[src/hw/rtl/trfp_pkg.sv]
// trfp_pkg: shared types and constants of the touch report frame parser
// no dependencies; used by trfp_core and the top level
`timescale 1ns / 1ps

package trfp_pkg;

    // default frame geometry
    localparam int FRAME_BYTES_DEF = 26;
    localparam int MAX_POINTS_DEF  = 5;

    // fixed field widths
    localparam int BYTE_W  = 8;
    localparam int COORD_W = 12;
    localparam int ID_W    = 4;
    localparam int EVT_W   = 2;

    // frame layout
    localparam logic [BYTE_W-1:0] HDR_MARK = 8'haa;
    localparam int                REC_BASE = 5;

    // result kind codes
    typedef enum logic {
        KIND_POINT     = 1'b0,
        KIND_FRAME_END = 1'b1
    } t_kind;

    // one input item
    typedef struct packed {
        logic [BYTE_W-1:0] data_byte;
        logic              frame_start;
    } t_in_item;

    // one result item
    typedef struct packed {
        t_kind              kind;
        logic [COORD_W-1:0] pos_x;
        logic [COORD_W-1:0] pos_y;
        logic [ID_W-1:0]    track_id;
        logic [EVT_W-1:0]   event_kind;
        logic               primary;
        logic               touch_down;
        logic               header_bad;
    } t_out_item;

    // result of decoding one byte
    typedef struct packed {
        logic      valid;
        t_out_item item;
    } t_res;

endpackage

[src/hw/rtl/trfp_stream_if.sv]
// trfp_stream_if: valid/ready channel carrying one item of payload type T
// depends on nothing; payload types come from trfp_pkg at the instance
`timescale 1ns / 1ps

interface trfp_stream_if #(
    parameter type T = logic
);
    logic valid;
    logic ready;
    T     data;

    modport source (output valid, output data, input ready);
    modport sink   (input valid, input data, output ready);
endinterface

[src/hw/rtl/trfp_core.sv]
// trfp_core: frame position tracking, header check and record decode
// depends on trfp_pkg; one byte is consumed per cycle in which i_step is high
`timescale 1ns / 1ps

module trfp_core #(
    parameter int FRAME_BYTES = trfp_pkg::FRAME_BYTES_DEF,
    parameter int MAX_POINTS  = trfp_pkg::MAX_POINTS_DEF
) (
    input  logic                              i_clk,
    input  logic                              i_rst_n,
    input  logic                              i_step,
    input  trfp_pkg::t_in_item                i_item,
    output trfp_pkg::t_res                    o_res
);
    localparam int POS_W = $clog2(FRAME_BYTES);
    localparam int CNT_W = $clog2(MAX_POINTS + 1);
    localparam int CAP   = (FRAME_BYTES - 6) / 4;
    localparam int LIM   = (MAX_POINTS < CAP) ? MAX_POINTS : CAP;
    localparam logic [POS_W-1:0] POS_LAST = POS_W'(FRAME_BYTES - 1);
    localparam logic [POS_W-1:0] POS_REC  = POS_W'(trfp_pkg::REC_BASE);
    localparam logic [POS_W-1:0] POS_CNT  = POS_W'(3);
    localparam logic [POS_W-1:0] POS_LEN  = POS_W'(2);
    localparam logic [7:0]       LEN_BYTE = 8'(FRAME_BYTES);
    localparam logic [7:0]       LIM_BYTE = 8'(LIM);

    logic [POS_W-1:0] r_pos, n_pos;
    logic [CNT_W-1:0] r_cnt, n_cnt;
    logic             r_reported, n_reported;
    logic             r_hdr_err, n_hdr_err;
    logic [7:0]       r_rec [3];

    logic [POS_W-1:0] pos;
    logic [POS_W-1:0] rel;
    logic [1:0]       off;
    logic [POS_W-1:0] rec;
    logic             first;
    logic             rec_wr;
    logic [7:0]       b;
    logic [CNT_W-1:0] cnt_base;
    logic             rep_base;
    logic             err_base;
    trfp_pkg::t_res   res;

    // position of this byte and per-frame state as seen by it
    always_comb begin
        b        = i_item.data_byte;
        pos      = i_item.frame_start ? '0 : r_pos;
        first    = (pos == '0);
        cnt_base = first ? '0 : r_cnt;
        rep_base = first ? 1'b0 : r_reported;
        err_base = first ? 1'b0 : r_hdr_err;
        rel      = pos - POS_REC;
        off      = rel[1:0];
        rec      = rel >> 2;
    end

    // byte decode: next state and result
    always_comb begin
        n_pos      = pos + POS_W'(1);
        n_cnt      = cnt_base;
        n_reported = rep_base;
        n_hdr_err  = err_base;
        rec_wr     = 1'b0;
        res        = '0;
        if (pos == POS_LAST) begin
            // frame end sync
            n_pos                = '0;
            res.valid            = 1'b1;
            res.item.kind        = trfp_pkg::KIND_FRAME_END;
            res.item.touch_down  = rep_base;
            res.item.header_bad  = err_base;
        end else if (pos < POS_LEN) begin
            if (b != trfp_pkg::HDR_MARK) begin
                n_hdr_err = 1'b1;
            end
        end else if (pos == POS_LEN) begin
            if (b != LEN_BYTE) begin
                n_hdr_err = 1'b1;
            end
        end else if (pos == POS_CNT) begin
            // touch count, held at MAX_POINTS or what the frame can carry, if smaller
            n_cnt = (b > LIM_BYTE) ? CNT_W'(LIM) : b[CNT_W-1:0];
        end else if (pos >= POS_REC) begin
            if (off != 2'd3) begin
                rec_wr = 1'b1;
            end else if ((rec < POS_W'(cnt_base)) && !r_rec[0][6]) begin
                // event types 0 and 2 are reported, 1 and 3 skipped
                res.valid           = 1'b1;
                res.item.kind       = trfp_pkg::KIND_POINT;
                res.item.pos_x      = {r_rec[0][3:0], r_rec[1]};
                res.item.pos_y      = {r_rec[2][3:0], b};
                res.item.track_id   = r_rec[2][7:4];
                res.item.event_kind = r_rec[0][7:6];
                res.item.primary    = !rep_base;
                n_reported          = 1'b1;
            end
        end
    end

    assign o_res = res;

    // frame state
    always_ff @(posedge i_clk) begin
        if (!i_rst_n) begin
            r_pos      <= '0;
            r_cnt      <= '0;
            r_reported <= 1'b0;
            r_hdr_err  <= 1'b0;
        end else if (i_step) begin
            r_pos      <= n_pos;
            r_cnt      <= n_cnt;
            r_reported <= n_reported;
            r_hdr_err  <= n_hdr_err;
        end
    end

    // first three bytes of the current record
    always_ff @(posedge i_clk) begin
        if (i_step && rec_wr) begin
            r_rec[off] <= b;
        end
    end

    // checks
    a_pos_range: assert property (@(posedge i_clk) disable iff (!i_rst_n)
        r_pos <= POS_LAST)
        else $error("byte position past frame end");

    a_cnt_limit: assert property (@(posedge i_clk) disable iff (!i_rst_n)
        r_cnt <= CNT_W'(LIM))
        else $error("touch count above limit");

    a_end_wraps: assert property (@(posedge i_clk) disable iff (!i_rst_n)
        (i_step && res.valid && res.item.kind == trfp_pkg::KIND_FRAME_END)
        |=> (r_pos == '0))
        else $error("position did not wrap after frame end");

    a_primary_once: assert property (@(posedge i_clk) disable iff (!i_rst_n)
        (i_step && res.valid && res.item.kind == trfp_pkg::KIND_POINT)
        |=> r_reported)
        else $error("reported flag not set after a point");

endmodule

[src/hw/rtl/touch_report_frame_parser.sv]
// touch_report_frame_parser: top level, input and result registers around trfp_core
// depends on trfp_pkg, trfp_stream_if and trfp_core
//
// Usage:
//   i_in carries one frame byte per item (data_byte, frame_start); o_out
//   carries at most one result item per byte: a touch point on the fourth
//   byte of each reported record, and a frame-end item on the last byte.
//   Setting frame_start forces the byte to be taken as byte 0; after the
//   last byte the position wraps so the next byte starts a new frame.
// Path: an accepted byte is held in the input register; its result is loaded
//   into the result register when the decode steps on it, which a stall delays.
// Throughput: one byte per cycle while not stalled; the decode is a single pass
//   of position compares and field slicing between the two registers.
// Stall: while a result waits on o_out, one more byte is taken into the
//   input register; bytes that produce no result keep flowing through the
//   decode, and i_in.ready drops only when the next byte would need the
//   occupied result register.
// Reset: i_rst_n (synchronous, active low) empties both registers and sets
//   the position, touch count and frame flags to zero.
`timescale 1ns / 1ps

module touch_report_frame_parser #(
    parameter int FRAME_BYTES = trfp_pkg::FRAME_BYTES_DEF,
    parameter int MAX_POINTS  = trfp_pkg::MAX_POINTS_DEF
) (
    input  logic                 i_clk,
    input  logic                 i_rst_n,
    trfp_stream_if.sink          i_in,
    trfp_stream_if.source        o_out
);
    logic                r_in_valid;
    trfp_pkg::t_in_item  r_in;
    logic                r_out_valid;
    trfp_pkg::t_out_item r_out;
    logic                step;
    trfp_pkg::t_res      res;

    // decode advances on a held byte unless its result would overwrite a waiting one
    assign step        = r_in_valid && (!r_out_valid || o_out.ready || !res.valid);
    assign i_in.ready  = !r_in_valid || step;
    assign o_out.valid = r_out_valid;
    assign o_out.data  = r_out;

    trfp_core #(
        .FRAME_BYTES (FRAME_BYTES),
        .MAX_POINTS  (MAX_POINTS)
    ) u_core (
        .i_clk   (i_clk),
        .i_rst_n (i_rst_n),
        .i_step  (step),
        .i_item  (r_in),
        .o_res   (res)
    );

    // input register
    always_ff @(posedge i_clk) begin
        if (!i_rst_n) begin
            r_in_valid <= 1'b0;
        end else if (i_in.ready) begin
            r_in_valid <= i_in.valid;
        end
    end

    always_ff @(posedge i_clk) begin
        if (i_in.ready && i_in.valid) begin
            r_in <= i_in.data;
        end
    end

    // result register
    always_ff @(posedge i_clk) begin
        if (!i_rst_n) begin
            r_out_valid <= 1'b0;
        end else if (step && res.valid) begin
            r_out_valid <= 1'b1;
        end else if (o_out.ready) begin
            r_out_valid <= 1'b0;
        end
    end

    always_ff @(posedge i_clk) begin
        if (step && res.valid) begin
            r_out <= res.item;
        end
    end

endmodule
[src/flat_wrapper.sv]
// flat-port wrapper written by rule: the top's interface ports become plain ports
module touch_report_frame_parser_flat 
#(
    parameter int FRAME_BYTES = trfp_pkg::FRAME_BYTES_DEF,
    parameter int MAX_POINTS  = trfp_pkg::MAX_POINTS_DEF
)
  (i_clk, i_rst_n, i_in_valid, i_in_data, i_in_ready, o_out_valid, o_out_data, o_out_ready);
  trfp_stream_if i_in_i ();
  trfp_stream_if o_out_i ();
  input  logic i_clk;
  input  logic i_rst_n;
  input wire logic [$bits(i_in_i.valid)-1:0] i_in_valid;
  input wire logic [$bits(i_in_i.data)-1:0] i_in_data;
  output wire logic [$bits(i_in_i.ready)-1:0] i_in_ready;
  output wire logic [$bits(o_out_i.valid)-1:0] o_out_valid;
  output wire logic [$bits(o_out_i.data)-1:0] o_out_data;
  input wire logic [$bits(o_out_i.ready)-1:0] o_out_ready;
  assign i_in_i.valid = i_in_valid;
  assign i_in_i.data = i_in_data;
  assign i_in_ready = i_in_i.ready;
  assign o_out_valid = o_out_i.valid;
  assign o_out_data = o_out_i.data;
  assign o_out_i.ready = o_out_ready;
  touch_report_frame_parser #(.FRAME_BYTES(FRAME_BYTES), .MAX_POINTS(MAX_POINTS)) u_core (.i_clk(i_clk), .i_rst_n(i_rst_n), .i_in(i_in_i), .o_out(o_out_i));
endmodule
[config.mk]
export PLATFORM = sky130hd
export DESIGN_NAME = touch_report_frame_parser_flat
export DESIGN_NICKNAME = d
export VERILOG_FILES = /design/src/hw/rtl/trfp_pkg.sv /design/src/hw/rtl/trfp_stream_if.sv /design/src/hw/rtl/trfp_core.sv /design/src/hw/rtl/touch_report_frame_parser.sv /design/src/flat_wrapper.sv
export SDC_FILE = /design/constraint.sdc
export NUM_CORES = 1
export LEC_CHECK = 0
export BUFFER_PORTS_ARGS = -buffer_cell sky130_fd_sc_hd__buf_2
export CORE_MARGIN = 10
export CORE_UTILIZATION = 60
export DETAILED_ROUTE_END_ITERATION = 7
export PLACE_DENSITY = 0.81
export SKIP_CTS_REPAIR_TIMING = 1
export SYNTH_ARGS = -nofsm -noshare
export SYNTH_HDL_FRONTEND = slang
export SYNTH_SLANG_ARGS = --single-unit
export TNS_END_PERCENT = 5
[constraint.sdc]
create_clock -name i_clk -period 8.03 [get_ports i_clk]
set_clock_uncertainty 0.1 [all_clocks]
set_input_delay 0.803 -clock i_clk [delete_from_list [all_inputs] [get_ports i_clk]]
set_output_delay 0.803 -clock i_clk [all_outputs]
set_load 0.1 [all_outputs]
Word-level counts from Yosys, hierarchy flattened
Index checks and enable logic that the tools add are counted.
Storage, ports and cells
  memory bits (read-only): 0
  bits in latches: 0
  input port bits: 5
  memories kept: 0
  logic and storage cells: 59
  bits in registers: 14
  memory bits (writable): 0
Cells by class
  $add $sub $neg: 2
  $mul: 0
  $lt $le $gt $ge: 3
  reductions and logical operators: 14
  eq/ne operators: 4
  divide/modulo/power cells: 0
  shift operators: 0
  bitwise gates (word level): 0
  mux-type cells: 28
Operator list (number)
  2-to-1 mux 33 bit: 6
  2-to-1 mux 3 bit: 5
  2-to-1 mux 1 bit: 14
  equality test 5 x 2 -> 1 bit (second input constant): 2
  2-to-1 mux 5 bit: 2
  adder 5 x 1 -> 5 bit (second input constant): 1
  equality test 5 bit (second input constant): 1
  greater-or-equal comparator 5 x 3 -> 1 bit (second input constant): 1
  logical NOT 5 bit: 1
  < comparator 5 x 2 -> 1 bit (second input constant): 1
  subtractor 5 x 3 -> 5 bit (second input constant): 1
  logical AND 1 bit: 4
  logical NOT 1 bit: 4
  logical OR 1 bit: 3
  < comparator 3 bit: 1
  2-to-1 mux 2 bit: 1
  inequality test 2 bit (second input constant): 1
  nonzero test 2 bit: 1
  logical NOT 1 bit (first input constant): 1

Depth between registers and ports, before layout
Gate-level depths: netlist of the first run.
  word-level depth: 17
  mapped depth: 11
  mapped depth without buffers: 9

Cells and area by module
A second synthesis of the first run with hierarchy kept.
Second synthesis, totals
  cell total of the unflattened synthesis: 190
  area, all modules: 1958.1 µm²
By module, submodules not included
  trfp_core: area each 1776.7 µm², cells an instance 175, times used 1
  touch_report_frame_parser: area each 181.4 µm², cells an instance 15, times used 1

Least setup slack after synthesis of the first run
OpenSTA, ideal clock, no wires.
  path kind: register to output
  from: reg u_core.u_core.r_pos[2]
  to: out i_in_ready
  required time: 7127 ps
  buffers on the path: 1
  arrival: 2640 ps
  stages on the path, launching flop included: 10
  path slack: 4487 ps
  cells stage by stage: dfxtp_1 -> clkbuf_1 -> nor2b_1 -> nor3_1 -> or3b_2 -> ha_1 -> o21ai_0 -> o211ai_1 -> a21oi_1 -> inv_1
On the way
  longest elaborated chain between the ends: 16
  elaborated cells between the ends (all ways): 22
  classes of those cells: 1 x add/sub; 3 x order compare; 3 x eq/ne; 9 x mux; 6 x reduce/logical
RTL lines
  start, declared: RTL line trfp_core.sv:26  | logic [POS_W-1:0] r_pos, n_pos;
  start signal, assigned: RTL line trfp_core.sv:110  | r_pos <= n_pos;
  2-to-1 mux 5 bit (*): RTL line trfp_core.sv:47  | pos = i_item.frame_start ? '0 : r_pos;
  parallel branches: the longest is 10 deep, another holds subtractor 5 x 3 -> 5 bit
  2-to-1 mux 2 bit (*): RTL line trfp_core.sv:65  | if (pos == POS_LAST) begin
  logical NOT 1 bit (*): RTL line touch_report_frame_parser.sv:39  | assign step = r_in_valid && (!r_out_valid || o_out.ready || !res.valid);
  logical OR 1 bit (*): RTL line touch_report_frame_parser.sv:39
  logical AND 1 bit (*): RTL line touch_report_frame_parser.sv:39
  logical OR 1 bit (*): RTL line touch_report_frame_parser.sv:40  | assign i_in.ready = !r_in_valid || step;
  end, declared: RTL line flat_wrapper.sv:14  | output wire logic [$bits(i_in_i.ready)-1:0] i_in_ready;
Mark *: on every way between the ends.

Worst setup path after layout of the first run
  from: reg u_core.u_core.r_pos[1]
  to: out i_in_ready
Same word-level chain as after synthesis.

==> run summary, run 1 <==
Slew Limit Fails -> 0
Starting DRT DRC Count -> 33
DRC -> 0
IR drop worst, VDD -> 0.117 mV
vias after detailed routing -> 746
worst skew pair latency -> 0.28 ns
RSZ-0062 raised after global routing -> false
Hold EP -> u_core.u_core.r_hdr_err
CP Cell Sequence -> nor2_1, nor2b_1, nor3_1, or3b_2, ha_1, nor4_1, o211ai_1, a21oi_1, inv_1, buf_2
GPL Wtd Cong -> 0.838
Yosys warnings -> 0
gr ovfl total -> 0
H-tree depth -> 1
Mapped Cells -> 98
Post-synth top flop -> dfxtp_1
Layout Cells excl Fill -> 117
synthesized flop and latch total -> 13
chip height -> 57.2 um
number of flops mapped to enable cells by yosys -> 2
met2 WL -> 890 um
die width -> 57.2 um
Post-Route WL -> 1820 um
Async S/R FF share, synth -> 0
remaining antenna violation count after routing -> 0
final hold vios -> 0
final worst-path cycle share -> 0.497
final layout net count -> 110
first-pass GRT wire length -> 3250 um
relative slew slack -> 0.677
Hold Path Class -> reg -> reg
Leak -> 0.309 nW
Initial DRT Pass Iterations -> 4
clk slew on worst S/H paths -> 0.08 ns
Filler cells -> 129
placed wire-length estimate -> 1310 um
FF-to-FF path depth -> 9
diodes inserted -> 0
largest net degree at the start of global routing -> 17
dpl cells -> 113
vias in the first global route -> 741
Req. time, crit path -> 7.13 ns
Worst setup EP type -> output port
Slowest Stage Delay on Critical Path -> 0.54 ns
die area -> 3280 um^2
Arr. time, crit path -> 3.09 ns
worst r2r src -> u_core.u_core.r_pos[1]
Max Cap Viol -> 0
Fin Setup TNS -> 0 ns
mean area per synthesized cell -> 8.49 um^2
M1 WL -> 788 um
CTS root buffer -> clkbuf_4
storage element area -> 280 um^2
overall power -> 0.121 mW
Top Layer Used -> met4
final hold slack -> 0.354 ns
GRT Util Overall -> 0.119
power density over the cells -> 139 nW/um^2
crit path launch type -> register
Buf/Inv on CP -> 2
Yosys cell types -> 39
Post-Syn Area -> 832 um^2
# setup viols final -> 0
Routed wire per std cell -> 15.6 um
sequential area share after synthesis -> 0.337
f_max -> 0.251 GHz
initial antenna violation count -> 0
Multi-input gate area -> 498 um^2
DR vias/cell -> 6.38
I/O Buffers -> 7
Critical R2R Capture -> u_core.u_core.r_cnt[1]
WS Path Type -> reg -> out
Worst R2R Setup Slack -> 4.75 ns
layout cells sized above 1 -> 0.137
Tmin final -> 3.99 ns
Worst Tran Pin Value -> 0.489 ns
initial core utilization -> 0.639
Layout Area Growth over Synthesis -> 4.51%
status -> finished clean
Core Region -> 1300 um^2
clock tree buffer depth -> 2
Hold Startpoint -> u_core.u_core.r_hdr_err
met3 WL -> 106 um
hold path cells -> 2
CP max FO -> 13
FP Rows -> 13
# clock sinks -> 13
Syn Nets -> 105
# IOs -> 8
CTS tree -> built
slowest CP cell -> dfxtp_1
CTS Buf Count -> 3
cell family with most CP delay -> simple AND/OR/NAND/NOR gates
sequential cells by signal (all words and copies together), names as in the netlist:
name and count:
u_core.o_out.data 1, u_core.o_out.valid 1, u_core.r_in 1, u_core.r_in_valid 1, u_core.u_core.r_cnt 3, u_core.u_core.r_hdr_err 1, u_core.u_core.r_pos 5
synthesized netlist by cell type, types with 3 or more instances:
cell      number  area, um^2
o21ai_0        8        40.0
clkbuf_1       4        15.0
a21oi_1        6        30.0
nor2b_1        6        37.5
nand2_1       10        37.5
inv_1          3        11.3
o311a_1        3        30.0
dfxtp_1       11         220
nor2_1         4        15.0
nand2b_1       5        31.3
kinds of logic after synthesis:
| group | Yosys count | synth area share |
|---|---|---|
| flip-flops | 13 | 0.337 |
| AND/OR/NAND/NOR | 41 | 0.289 |
| adder cells (fa/ha/maj) | 2 | 0.0301 |
| XOR/XNOR | 1 | 0.0105 |
| multiplexers | 1 | 0.0120 |
| buffers and inverters | 10 | 0.0646 |
| AO/OA/AOI/OAI | 30 | 0.257 |
power breakdown:
group          switching, mW  total (mW)  internal [mW]  leakage (nW)
combinational        0.00479     0.00807        0.00328         0.183
clock                 0.0225      0.0418         0.0193        0.0150
sequential           0.00326      0.0708         0.0675         0.111
total                 0.0305       0.121         0.0901         0.309
tightest hold or removal path: stages (launching register included):
cell and delay, ns:
dfxtp_1 0.33, nand2_1 0.05, o31ai_1 0.05
final cells by class:
| cell class | instances | share of cell area |
|---|---|---|
| tap | 15 | 0.0216 |
| clock buffer | 4 | 0.0302 |
| sequential | 13 | 0.322 |
| inverter | 3 | 0.0129 |
| multi-input combinational | 75 | 0.573 |
| timing repair buffer | 7 | 0.0403 |
cell usage in the layout (no fill, tap or decap), drive strengths merged, types with 3 or more instances in the layout:
master | netlist | layout
dfxtp | 11 | 11
nand2 | 10 | 10
o21ai | 8 | 8
buf | 3 | 7
nor2b | 6 | 6
a21oi | 6 | 6
nand2b | 5 | 5
nor2 | 4 | 4
clkbuf | 4 | 4
inv | 3 | 3
o311a | 3 | 3
or3b | 3 | 3
worst max-delay path by stage:
| stage | slack (ns) | cells after the start | startpoint | to |
|---|---|---|---|---|
| 6_report | 4.04 | 10 | u_core.u_core.r_pos[1] | i_in_ready |
| 5_1_grt | 3.76 | 10 | u_core.u_core.r_pos[1] | i_in_ready |
| 4_1_cts | 4.05 | 10 | u_core.u_core.r_pos[1] | i_in_ready |
| 3_5_place_dp | 4.40 | 10 | u_core.u_core.r_pos[1] | i_in_ready |
| 3_3_place_gp | 4.52 | 10 | u_core.u_core.r_pos[1] | i_in_ready |
| 2_1_floorplan | 4.49 | 9 | u_core.u_core.r_pos[2] | i_in_ready |
metal layers:
layer  GRT usage  vias up
li1            -      375
met1       0.132      345
met2       0.200       21
met3      0.0354        5
met4      0.0604        0
met5           0        -
stage by stage:
| stage | cell area (um^2) | setup WS [ns] | util |
|---|---|---|---|
| 5_1_grt | 870 | 3.76 | 0.668 |
| 3_5_place_dp | 843 | 4.40 | 0.648 |
| 2_1_floorplan | 832 | 4.49 | - |
| 3_3_place_gp | 843 | 4.52 | 0.648 |
| 6_report | 870 | 4.04 | 0.668 |
| 4_1_cts | 870 | 4.05 | 0.668 |
No activity file was read; power rests on OpenSTA's default activity.
==> run 2: changes to the inputs <==
--- a/config.mk
+++ b/config.mk
@@ -7,9 +7,9 @@
 export LEC_CHECK = 0
 export BUFFER_PORTS_ARGS = -buffer_cell sky130_fd_sc_hd__buf_2
 export CORE_MARGIN = 10
-export CORE_UTILIZATION = 60
+export CORE_UTILIZATION = 50
 export DETAILED_ROUTE_END_ITERATION = 7
-export PLACE_DENSITY = 0.81
+export PLACE_DENSITY = 0.72
 export SKIP_CTS_REPAIR_TIMING = 1
 export SYNTH_ARGS = -nofsm -noshare
 export SYNTH_HDL_FRONTEND = slang
==> constraint.sdc (replaced) <==
create_clock -name i_clk -period 3.3 [get_ports i_clk]
set_clock_uncertainty 0.1 [all_clocks]
set_input_delay 0.33 -clock i_clk [delete_from_list [all_inputs] [get_ports i_clk]]
set_output_delay 0.33 -clock i_clk [all_outputs]
set_load 0.1 [all_outputs]
==> run 2 against run 1 <==
  * Power is 140% higher
  * Clock power is 130% higher
  * Sequential power is 140% higher
  * Largest power group unchanged
  * Via count is 1.5% higher
  * Critical path depth stayed put
  * Worst hold slack worse by 0.22 ns
  * Final cell count is 4.3% higher
==> run summary, run 2 (synthesis gave the netlist of run 1 again) <==
# clock sinks -> 13 (unchanged)
FP Rows -> 14 (was 13)
CTS Buf Count -> 3 (unchanged)
worst r2r src -> u_core.u_core.r_pos[0] (was u_core.u_core.r_pos[1])
Worst setup EP type -> output port (unchanged)
Hold Startpoint -> i_in_data (was u_core.u_core.r_hdr_err)
CP Launch Point -> u_core.u_core.r_pos[0] (was u_core.u_core.r_pos[1])
Arr. time, crit path -> 2.73 ns (was 3.09 ns)
Leak -> 0.337 nW (was 0.309 nW)
largest net degree at the start of global routing -> 16 (was 17)
commonest cells after routing, fill and taps aside -> 10 x nand2_1, 10 x dfxtp_1, 8 x o21ai_0 (was 11 x dfxtp_1, 10 x nand2_1, 8 x o21ai_0)
Req. time, crit path -> 2.87 ns (was 7.13 ns)
Filler cells -> 138 (was 129)
vias after detailed routing -> 757 (was 746)
final layout net count -> 114 (was 110)
GPL Wtd Cong -> 0.848 (was 0.838)
H-tree depth -> 1 (unchanged)
f_max -> 0.316 GHz
flip-flop count of the largest register after layout -> 5 (unchanged)
Core Util, Final -> 0.597 (was 0.668)
GRT Util Overall -> 0.105 (was 0.119)
diodes inserted -> 0 (unchanged)
RSZ-0062 raised after global routing -> false (unchanged)
final hold slack -> 0.131 ns (was 0.354 ns)
Worst Tran Pin Value -> 0.490 ns (was 0.489 ns)
DRC -> 0 (unchanged)
IR drop worst, VDD -> 0.220 mV (was 0.117 mV)
chip height -> 60.8 um (was 57.2 um)
I/O Buffers -> 7 (unchanged)
final hold vios -> 0 (unchanged)
CP max FO -> 10 (was 13)
worst setup margin -> 0.135 ns (was 4.04 ns)
layout cells sized above 1 -> 0.189 (was 0.137)
Place WS -> 0.175 ns (was 4.40 ns)
gr ovfl total -> 0 (unchanged)
Max Cap Viol -> 0 (unchanged)
overall power -> 0.291 mW (was 0.121 mW)
Core Region -> 1540 um^2 (was 1300 um^2)
Layout Area Growth over Synthesis -> 10.7% (was 4.51%)
clk slew on worst S/H paths -> 0.08 ns (about the same)
CP Cell Sequence -> nor2_1, nor2b_1, nor3_1, or3b_2, ha_1, nor4_1, o211ai_1, a21oi_2, inv_1, buf_12 (was nor2_1, nor2b_1, nor3_1, or3b_2, ha_1, nor4_1, o211ai_1, a21oi_1, inv_1, buf_2)
Largest regs -> u_core.u_core.r_pos: 5 flops, u_core.u_core.r_cnt: 3 flops (unchanged)
Initial DRT Pass Iterations -> 4 (unchanged)
final worst-path cycle share -> 0.959
# IOs -> 8 (unchanged)
placed wire-length estimate -> 1370 um (was 1310 um)
CTS tree -> built (unchanged)
die area -> 3700 um^2 (was 3280 um^2)
Slew Limit Fails -> 0 (unchanged)
CTS root buffer -> clkbuf_4 (unchanged)
initial antenna violation count -> 0 (unchanged)
remaining antenna violation count after routing -> 0 (unchanged)
Slowest Stage Delay on Critical Path -> 0.45 ns (was 0.54 ns)
DR vias/cell -> 6.20 (was 6.38)
vias in the first global route -> 676 (was 741)
slowest CP cell -> or3b_2 (was dfxtp_1)
status -> finished clean (unchanged)
# setup viols final -> 0 (unchanged)
Hold Path Class -> in -> reg (was reg -> reg)
worst skew pair latency -> 0.27 ns (was 0.28 ns)
first-pass GRT wire length -> 3090 um (was 3250 um)
die width -> 60.8 um (was 57.2 um)
WS Path Type -> reg -> out (unchanged)
Routed wire per std cell -> 15.2 um (was 15.6 um)
largest register by flop count -> u_core.u_core.r_pos (unchanged)
Starting DRT DRC Count -> 22 (was 33)
crit path launch type -> register (unchanged)
power density over the cells -> 316 nW/um^2 (was 139 nW/um^2)
Tmin final -> 3.16 ns
Fin Setup TNS -> 0 ns (unchanged)
relative slew slack -> 0.675 (was 0.677)
initial core utilization -> 0.540 (was 0.639)
Post-Route WL -> 1860 um (was 1820 um)
clock tree buffer depth -> 2 (unchanged)
==> run 2: metrics by stage <==
step,std cells,area (um^2)
after floorplan,98,832
after detailed placement,117,882
final,122,921
after global placement,117,882
after global routing,122,921
after CTS,121,908
==> run 2: final timing paths <==
path                                                 to  slack (ns)  cells past startpoint
worst max-delay path                         i_in_ready        0.14                     10
worst min-delay path                     u_core.r_in[0]        0.13                      1
worst max register to register   u_core.u_core.r_cnt[0]        0.26                      9
worst min register to register  u_core.u_core.r_hdr_err        0.35                      2
==> run 2: worst max-delay path, delay by kind of cell, from the launching register on <==
kind / cells / cell delay [ns]
compound gates: 2 / 0.49
fa+ha+maj: 1 / 0.21
buf+inv: 2 / 0.26
flops: 1 / 0.42
simple gates: 5 / 1.09
==> run 2: power breakdown <==
part           switching, mW  internal, mW
combinational         0.0160       0.00949
sequential           0.00466         0.164
clock                 0.0494        0.0467
total                 0.0701         0.221
==> run 2: layer usage <==
layer	vias up	GRT usage	share of wire
li1	378	-	-
met1	354	0.146	0.48
met2	21	0.153	0.46
met3	4	0.0271	0.053
met4	0	0.0345	0.0097
met5	-	0	0
==> run 2: layout make-up <==
type / instances / area (um^2) / area share
repair buffers: 11 / 80.1 / 0.0870
clock buffers: 4 / 26.3 / 0.0285
flip-flops and latches: 13 / 282 / 0.306
multi-input cells: 75 / 502 / 0.545
inverters: 3 / 11.3 / 0.0122
well taps: 16 / 20.0 / 0.0217
==> run 3: changes to the inputs <==
--- a/config.mk
+++ b/config.mk
@@ -7,9 +7,8 @@
 export LEC_CHECK = 0
 export BUFFER_PORTS_ARGS = -buffer_cell sky130_fd_sc_hd__buf_2
 export CORE_MARGIN = 10
-export CORE_UTILIZATION = 50
+export CORE_UTILIZATION = 35
 export DETAILED_ROUTE_END_ITERATION = 7
-export PLACE_DENSITY = 0.72
 export SKIP_CTS_REPAIR_TIMING = 1
 export SYNTH_ARGS = -nofsm -noshare
 export SYNTH_HDL_FRONTEND = slang
==> run 3 against run 2 <==
  * Setup slack improved by 0.14 ns
  * First-iteration DRC count increased by 50%
  * Routed wire length increased by 4.3%
  * Clock power increased by 0.6%
  * Non-clock buffer count increased by 2
  * Power increased by 0.52%
  * Largest cell class unchanged
  * Global-route usage decreased by 1.4 points
  * Worst hold slack got worse by 0.0011 ns
  * Sequential share of layout area decreased by 1.3 points
  * Critical endpoint unchanged
  * Critical path type unchanged
  * Final cell count increased by 11%
  * Via count decreased by 2.1%
==> run summary, run 3 (synthesis gave the netlist of run 1 again) <==
Starting DRT DRC Count -> 33 (was 22)
commonest cells after routing, fill and taps aside -> 11 x dfxtp_1, 10 x nand2_1, 8 x o21ai_0 (was 10 x nand2_1, 10 x dfxtp_1, 8 x o21ai_0)
Initial DRT Pass Iterations -> 4 (unchanged)
Tmin final -> 3.02 ns (was 3.16 ns)
Layout Area Growth over Synthesis -> 14.9% (was 10.7%)
CTS tree -> built (unchanged)
DR vias/cell -> 5.45 (was 6.20)
final worst-path cycle share -> 0.915 (was 0.959)
Worst setup EP type -> output port (unchanged)
worst skew pair latency -> 0.27 ns (about the same)
die width -> 68.8 um (was 60.8 um)
chip height -> 68.8 um (was 60.8 um)
IR drop worst, VDD -> 0.185 mV (was 0.220 mV)
remaining antenna violation count after routing -> 0 (unchanged)
final hold vios -> 0 (unchanged)
CTS root buffer -> clkbuf_4 (unchanged)
worst setup margin -> 0.280 ns (was 0.135 ns)
f_max -> 0.331 GHz (was 0.316 GHz)
share of total power in sequential cells -> 0.571 (was 0.582)
die area -> 4730 um^2 (was 3700 um^2)
CTS Buf Count -> 3 (unchanged)
Fin Setup TNS -> 0 ns (unchanged)
Logic pwr share -> 0.098 (was 0.088)
sw frac -> 0.242 (was 0.241)
flip-flop count of the largest register after layout -> 5 (unchanged)
Clk pwr share -> 0.331 (about the same)
Arr. time, crit path -> 2.59 ns (was 2.73 ns)
Slew Limit Fails -> 0 (unchanged)
largest register by flop count -> u_core.u_core.r_pos (unchanged)
Hold Path Class -> in -> reg (unchanged)
Core Region -> 2230 um^2 (was 1540 um^2)
FP Rows -> 17 (was 14)
first-pass GRT wire length -> 3360 um (was 3090 um)
final hold slack -> 0.130 ns (was 0.131 ns)
RSZ-0062 raised after global routing -> false (unchanged)
gr ovfl total -> 0 (unchanged)
DRC -> 0 (unchanged)
initial antenna violation count -> 0 (unchanged)
vias after detailed routing -> 741 (was 757)
WS Path Type -> reg -> out (unchanged)
# IOs -> 8 (unchanged)
Max Cap Viol -> 0 (unchanged)
Place WS -> 0.397 ns (was 0.175 ns)
initial core utilization -> 0.373 (was 0.540)
Post-Route WL -> 1940 um (was 1860 um)
clock tree buffer depth -> 2 (unchanged)
placed wire-length estimate -> 1380 um (was 1370 um)
Final Cell Area -> 956 um^2 (was 921 um^2)
status -> finished clean (unchanged)
# clock sinks -> 13 (unchanged)
layout cells sized above 1 -> 0.204 (was 0.189)
diodes inserted -> 0 (unchanged)
power density over the cells -> 306 nW/um^2 (was 316 nW/um^2)
# setup viols final -> 0 (unchanged)
FF-to-FF path depth -> 9 (unchanged)
GRT Util Overall -> 0.0916 (was 0.105)
CP max FO -> 3 (was 10)
vias in the first global route -> 756 (was 676)
I/O Buffers -> 7 (unchanged)
Sw Pwr -> 0.0706 mW (was 0.0701 mW)
Routed wire per std cell -> 14.3 um (was 15.2 um)
clk slew on worst S/H paths -> 0.08 ns (about the same)
dpl cell area -> 905 um^2 (was 882 um^2)
commonest non-fill, non-tap cell in the layout -> dfxtp_1
GPL Wtd Cong -> 0.809 (was 0.848)
crit path launch type -> register (unchanged)
Largest regs -> u_core.u_core.r_pos: 5 flops, u_core.u_core.r_cnt: 3 flops (unchanged)
Pint -> 0.222 mW (was 0.221 mW)
largest net degree at the start of global routing -> 16 (unchanged)
final layout net count -> 116 (was 114)
Worst Tran Pin Value -> 0.490 ns (about the same)
Leak -> 0.347 nW (was 0.337 nW)
hold path cells -> 1 (unchanged)
Req. time, crit path -> 2.87 ns (about the same)
relative slew slack -> 0.676 (was 0.675)
H-tree depth -> 1 (unchanged)
[run 3: cell types whose count changed in the layout (fill, tap and decap cells not counted)]
cell     change
dfxtp_1      +1
nor4_2       +1
dfxtp_2      -1
buf_4        +2
nor4_1       -1
[run 3: layout make-up]
cell class,instances,area (um^2)
fillers,243,1280
multi-input cells,75,508
flip-flops and latches,13,280
repair buffers,13,95.1
well taps,28,35.0
clock buffers,4,26.3
inverters,3,11.3
[run 3: power by group through the flow]
stage | sequential (mW) | clock (mW) | combinational [mW]
floorplan | 0.170 | 0 | 0.0193
global placement | 0.171 | 0 | 0.0279
detailed placement | 0.171 | 0 | 0.0277
CTS | 0.167 | 0.101 | 0.0280
global route | 0.168 | 0.107 | 0.0317
finish | 0.167 | 0.0968 | 0.0285
[run 3: layer usage]
layer | GRT usage | vias up | routed length [um]
li1 | - | 380 | -
met1 | 0.111 | 342 | 927
met2 | 0.143 | 15 | 909
met3 | 0.0258 | 4 | 80
met4 | 0.0517 | 0 | 22
met5 | 0 | - | 0
[run 3: worst paths after layout]
check,from,to,slack [ns]
worst max-delay path,u_core.u_core.r_pos[0],i_in_ready,0.28
worst min-delay path,i_in_data,u_core.r_in[0],0.13
worst max register to register,u_core.u_core.r_pos[0],u_core.u_core.r_cnt[2],0.38
worst min register to register,u_core.u_core.r_cnt[0],u_core.u_core.r_cnt[0],0.35
[run 3: critical path, stage by stage (launching register included)]
cell and delay [ns]:
dfxtp_1 0.31, nor2_1 0.14, nor2b_1 0.10, o21ai_0 0.12, or3b_2 0.46, ha_1 0.22
nor4_2 0.22, o211ai_1 0.25, a21oi_2 0.24, inv_1 0.09, buf_12 0.17
[run 3: per-stage QoR]
step / power (mW) / util / instances
2_1_floorplan: 0.190 / - / 98
3_3_place_gp: 0.199 / 0.405 / 130
3_5_place_dp: 0.198 / 0.405 / 130
4_1_cts: 0.296 / 0.417 / 134
5_1_grt: 0.307 / 0.428 / 136
6_report: 0.292 / 0.428 / 136
